**config.mk**
```make
export PLATFORM = sky130hd
export DESIGN_NAME = sft_cordic_stage
export DESIGN_NICKNAME = d
export VERILOG_FILES = /design/src/rtl/core/sft_pkg.sv /design/src/rtl/core/sft_cordic_stage.sv
export SDC_FILE = /design/constraint.sdc
export NUM_CORES = 1
export LEC_CHECK = 0
export ABC_AREA = 1
export BUFFER_PORTS_ARGS = -buffer_cell sky130_fd_sc_hd__buf_2
export CORE_AREA = 2 2 235 237
export CTS_CLUSTER_SIZE = 24
export DETAILED_ROUTE_END_ITERATION = 7
export DIE_AREA = 0 0 237 239
export GPL_ROUTABILITY_DRIVEN = 1
export PLACE_DENSITY = 0.59
export SYNTH_ARGS = -nofsm -noshare
export SYNTH_HDL_FRONTEND = slang
export SYNTH_SLANG_ARGS = --single-unit
```
**constraint.sdc**
```tcl
create_clock -name clock -period 2.3 [get_ports clock]
set_input_delay 0.115 -clock clock [delete_from_list [all_inputs] [get_ports clock]]
set_output_delay 0.115 -clock clock [all_outputs]
set_load 0.02 [all_outputs]
```
**src/rtl/core/sft_pkg.sv**
```systemverilog
`timescale 1ns / 1ps

package sft_pkg;

   localparam int SFT_COORD_W        = 32;
   localparam int SFT_DIFF_W         = SFT_COORD_W + 1;
   localparam int SFT_ANGLE_W        = 16;
   localparam int SFT_CORDIC_W       = 32;
   localparam int SFT_TRIG_SHIFT     = 6;
   localparam int SFT_TRIG_W         = SFT_CORDIC_W - SFT_TRIG_SHIFT;
   localparam int SFT_PROD_W         = SFT_DIFF_W + SFT_TRIG_W;
   localparam int SFT_SUM_W          = SFT_PROD_W + 1;
   localparam int SFT_FRAC_SHIFT     = 24;
   localparam int SFT_ROT_W          = SFT_SUM_W - SFT_FRAC_SHIFT;
   localparam int SFT_OFS_W          = SFT_ROT_W + 1;
   localparam int SFT_ATAN_ENTRIES   = 24;
   localparam int SFT_ROTATION_STEPS = 16;
   localparam int SFT_NUM_COORDS     = 4;

   // 0.60725 in Q2.30, pre-scales the vector so the cordic gain cancels
   localparam logic signed [SFT_CORDIC_W-1:0] SFT_CORDIC_GAIN = 32'sh26DD3B6A;
   localparam logic signed [SFT_CORDIC_W-1:0] SFT_TRIG_ROUND  =
      SFT_CORDIC_W'(1) << (SFT_TRIG_SHIFT - 1);
   localparam logic [SFT_SUM_W-1:0] SFT_ROT_ROUND =
      SFT_SUM_W'(1) << (SFT_FRAC_SHIFT - 1);
   localparam logic [SFT_ANGLE_W-1:0] SFT_OCTANT = SFT_ANGLE_W'(1) << (SFT_ANGLE_W - 3);

   // unit vector in Q.24 plus generous cordic error margin
   localparam logic signed [SFT_TRIG_W-1:0] SFT_TRIG_LIMIT =
      SFT_TRIG_W'((1 << SFT_FRAC_SHIFT) + (1 << 16));

   // atan(2^-i) in units of 2^-32 turn
   localparam logic signed [SFT_CORDIC_W-1:0] SFT_ATAN [SFT_ATAN_ENTRIES] = '{
      32'sh20000000, 32'sh12E4051E, 32'sh09FB385B, 32'sh051111D4,
      32'sh028B0D43, 32'sh0145D7E1, 32'sh00A2F61E, 32'sh00517C55,
      32'sh0028BE53, 32'sh00145F2F, 32'sh000A2F98, 32'sh000517CC,
      32'sh00028BE6, 32'sh000145F3, 32'sh0000A2FA, 32'sh0000517D,
      32'sh000028BE, 32'sh0000145F, 32'sh00000A30, 32'sh00000518,
      32'sh0000028C, 32'sh00000146, 32'sh000000A3, 32'sh00000051
   };

   typedef enum logic {
      SFT_TO_LOCAL = 1'b0,
      SFT_TO_WORLD = 1'b1
   } sft_mode_type;

   typedef enum logic [1:0] {
      SFT_QUAD_0   = 2'd0,
      SFT_QUAD_90  = 2'd1,
      SFT_QUAD_180 = 2'd2,
      SFT_QUAD_270 = 2'd3
   } sft_quad_type;

   typedef struct packed {
      sft_mode_type                   mode;
      logic signed [SFT_COORD_W-1:0]  ofs_x;
      logic signed [SFT_COORD_W-1:0]  ofs_y;
      logic                           last;
   } sft_meta_type;

   typedef struct packed {
      sft_meta_type                   meta;
      logic signed [SFT_DIFF_W-1:0]   p0_x;
      logic signed [SFT_DIFF_W-1:0]   p0_y;
      logic signed [SFT_DIFF_W-1:0]   p1_x;
      logic signed [SFT_DIFF_W-1:0]   p1_y;
   } sft_payload_type;

   typedef struct packed {
      logic signed [SFT_CORDIC_W-1:0] x;
      logic signed [SFT_CORDIC_W-1:0] y;
      logic signed [SFT_CORDIC_W-1:0] z;
      sft_quad_type                   quad;
   } sft_cordic_type;

   typedef struct packed {
      sft_payload_type                payload;
      logic signed [SFT_TRIG_W-1:0]   cos_v;
      logic signed [SFT_TRIG_W-1:0]   sin_v;
   } sft_rot_in_type;

endpackage

```
**src/rtl/core/sft_cordic_stage.sv**
```systemverilog
`timescale 1ns / 1ps

module sft_cordic_stage import sft_pkg::*; #(
   parameter int STEP = 0
) (
   input  logic            clock,
   input  logic            reset,
   input  logic            in_valid,
   input  sft_cordic_type  in_cordic,
   input  sft_payload_type in_payload,
   output logic            out_valid,
   output sft_cordic_type  out_cordic,
   output sft_payload_type out_payload
);

   localparam logic signed [SFT_CORDIC_W-1:0] ATAN_STEP = SFT_ATAN[STEP];

   logic signed [SFT_CORDIC_W-1:0] x_shift;
   logic signed [SFT_CORDIC_W-1:0] y_shift;
   sft_cordic_type                 cordic_in;
   sft_cordic_type                 cordic_ff;
   sft_payload_type                payload_ff;
   logic                           valid_ff;

   always_comb begin
      x_shift        = $signed(in_cordic.x) >>> STEP;
      y_shift        = $signed(in_cordic.y) >>> STEP;
      cordic_in      = in_cordic;
      // rotate toward zero residual angle
      if (!in_cordic.z[SFT_CORDIC_W-1]) begin
         cordic_in.x = in_cordic.x - y_shift;
         cordic_in.y = in_cordic.y + x_shift;
         cordic_in.z = in_cordic.z - ATAN_STEP;
      end else begin
         cordic_in.x = in_cordic.x + y_shift;
         cordic_in.y = in_cordic.y - x_shift;
         cordic_in.z = in_cordic.z + ATAN_STEP;
      end
   end

   always_ff @(posedge clock) begin
      if (reset) begin
         valid_ff <= 1'b0;
      end else begin
         valid_ff <= in_valid;
      end
   end

   always_ff @(posedge clock) begin
      cordic_ff  <= cordic_in;
      payload_ff <= in_payload;
   end

   assign out_valid   = valid_ff;
   assign out_cordic  = cordic_ff;
   assign out_payload = payload_ff;

endmodule

```
==> flow_summary.json <==
{
  "run_status": "completed",
  "hp-class": "input port to flop",
  "cts.path.max_buffers": 3,
  "cts.clk_slew.worst_paths_ps": 60,
  "synth.top_cells.by_count": "nand2_1, inv_1, dfxtp_1",
  "ys_seq_area_share_pct": 44.2,
  "power_density_mw_per_mm2": 742,
  "die_h_um": 239,
  "cp-start-kind": "input port",
  "synth_ff_type": "dfxtp_1",
  "dpl_cell_area_mm2": 0.0174,
  "routed_via_density": 4.31,
  "synth_area_per_cell_um2": 7.26,
  "grt_overflow": 0,
  "max_slew_margin_pct": 47.7,
  "drcViolationCount": 0,
  "fmax_mhz": 473,
  "synth_nets": 2243,
  "rsz0062_at_grt": "no",
  "end_kind": "flop",
  "io_buffers": 595,
  "synth_area_leaders": "dfxtp_1, nand2_1, inv_1",
  "stdcell_area_mm2": 0.0210,
  "dp_slack_ps": 114,
  "cpMaxStageDelayCell": "dlygate4sd3_1",
  "drv_cap": 0,
  "ant_nets": 0,
  "num_vias": 14900,
  "crit_arrival_ps": 2550,
  "synth_edf_count": 0,
  "hold_violations": 0,
  "cp_max_fo": 4,
  "core_mm2": 0.0543,
  "grt_max_degree": 59,
  "crit_cells": 12,
  "crit_type": "input port to flop",
  "syn_area_mm2": 0.0134,
  "ys_seq_elements": 296,
  "cts.sinks": 296,
  "h-tree-depth": 2,
  "maxSlewViolCount": 0,
  "gp_congestion": 0.983,
  "boundaryPins": 596,
  "drt-total-wl_um": 81700,
  "cp_slowest_stage_delay_ps": 520,
  "grt_pass1_wl_um": 111000,
  "synthCells": 1846,
  "cts_buffers": 37,
  "tightest_slew_ps": 785,
  "crit_family": "buffers and inverters",
  "grt_pass1_vias": 15100,
  "peakVddDrop_mv": 0.498,
  "fp-row-count": 86,
  "required_ps": 2740,
  "nets": 3119,
  "synthToLayoutAreaGrowth_pct": 56.4,
  "start_util_pct": 24.7,
  "drive_above_1_share_pct": 26.4,
  "fin_crit_ps": 2120,
  "setup_viol": 0,
  "drt-initial-drc-count": 883,
  "antenna_found_initial": 23,
  "grt.total_usage_pct": 28.1,
  "critPathBufInv": 4,
  "tns_ps": 0,
  "yosysWarningCount": 0,
  "die_w_um": 237,
  "synthDistinctLibCells": 34,
  "fin_ws_ps": 185,
  "async_flop_share_pct": 0,
  "endpoint": "out_cordic[74]",
  "leakagePower_nw": 11.5,
  "wire_per_inst_um": 23.6,
  "synth.most_common_cell": "nand2_1",
  "yosys.area.top_type": "dfxtp_1",
  "fillCellCount": 5791,
  "cts_tree": "yes",
  "drtPass1Iterations": 5,
  "yosys.area.top_type_share_pct": 44.2,
  "crit_start": "in_cordic[66]",
  "dp_hpwl_um": 68900,
  "finalCritPeriodShare_pct": 92.0,
  "cts_root_buffer": "clkbuf_16",
  "crit_path_frequent_cell": "nand2_1",
  "finalPower_mw": 15.6,
  "die-area_mm2": 0.0566,
  "crit_chain": "dlygate4sd3_1 -> buf_2 -> inv_1 -> ha_1 -> fa_1 -> inv_1 -> nand2_1 -> nand3_1 -> nand2_1 -> nand2_1 -> nor2_1 -> o31ai_2"
}
-- state kept, by name, summed over array words and instances, names as in the netlist --
| name | flops |
|---|---|
| out_payload | 198 |
| out_cordic | 97 |
| out_valid | 1 |
-- per-stage QoR --
step / util (%) / hold slack [ps] / std cells
after floorplan: - / 143 / 1846
after global placement: 32.0 / 218 / 3151
after detailed placement: 32.0 / 219 / 3151
after CTS: 38.5 / 22.6 / 3454
after global routing: 38.6 / 93.4 / 3459
final: 38.6 / 47.7 / 3463
-- routing by layer --
layer | global-route usage [%] | wire length, um
met5 | 0 | 146
met4 | 11.4 | 3530
met3 | 8.20 | 6000
met2 | 48.7 | 39100
met1 | 32.4 | 32900
-- cells in the final DEF (no fill, tap or decap), types with 5 or more instances in the layout --
cell	n
a21oi_1	71
buf_2	595
buf_4	48
clkbuf_1	6
clkbuf_16	37
clkinv_2	7
clkinvlp_4	5
dfxtp_1	296
diode_2	9
dlygate4sd3_1	236
ha_1	94
inv_1	328
nand2_1	616
nand2_2	7
nand3_1	147
nand3b_1	5
nand4_1	21
nor2_1	101
nor3_1	6
o21a_1	6
o21ai_0	31
o21bai_1	10
xor2_1	26
-- how the worst min path moves through the flow --
stage | start | to | slack, ps | cells past startpoint
3_5_place_dp | in_payload[183] | out_payload[183] | 220 | 1
2_1_floorplan | in_cordic[0] | out_cordic[0] | 140 | 0
3_3_place_gp | in_payload[2] | out_payload[2] | 220 | 1
4_1_cts | in_cordic[65] | out_cordic[65] | 20 | 5
6_report | in_cordic[35] | out_cordic[67] | 50 | 3
5_1_grt | in_cordic[35] | out_cordic[67] | 90 | 3
-- cell families after synthesis --
logic type | share of synthesized area (%)
fa+ha+maj | 9.37
buf+inv | 11.1
flops | 44.2
xor+xnor | 1.70
simple gates | 28.2
compound gates | 5.39
-- cell type report --
type                    instances  area [um2]  area share, %
clock inverters                22         210           1.00
inverters                     335        1260           6.00
repair buffers                879        5700           27.2
flip-flops and latches        296        5930           28.3
multi-input cells            1173        6000           28.6
well taps                     704         881           4.20
diodes                          9        22.5          0.107
clock buffers                  45         976           4.65
-- power by group --
part	switching [mW]	internal [mW]	leakage (nW)	total, mW
Sequential	0.157	5.55	2.50	5.71
Combinational	2.60	1.40	8.43	4.00
Clock	2.55	3.30	0.571	5.86
-- what timing repair did --
action	4_1_cts	5_1_grt
buffers inserted	0	0
hold buffers	236	0
endpoints found under the setup margin	0	5
endpoints found under the hold margin	235	0
gates resized for setup	0	2
(Power assumes the default switching activity.)
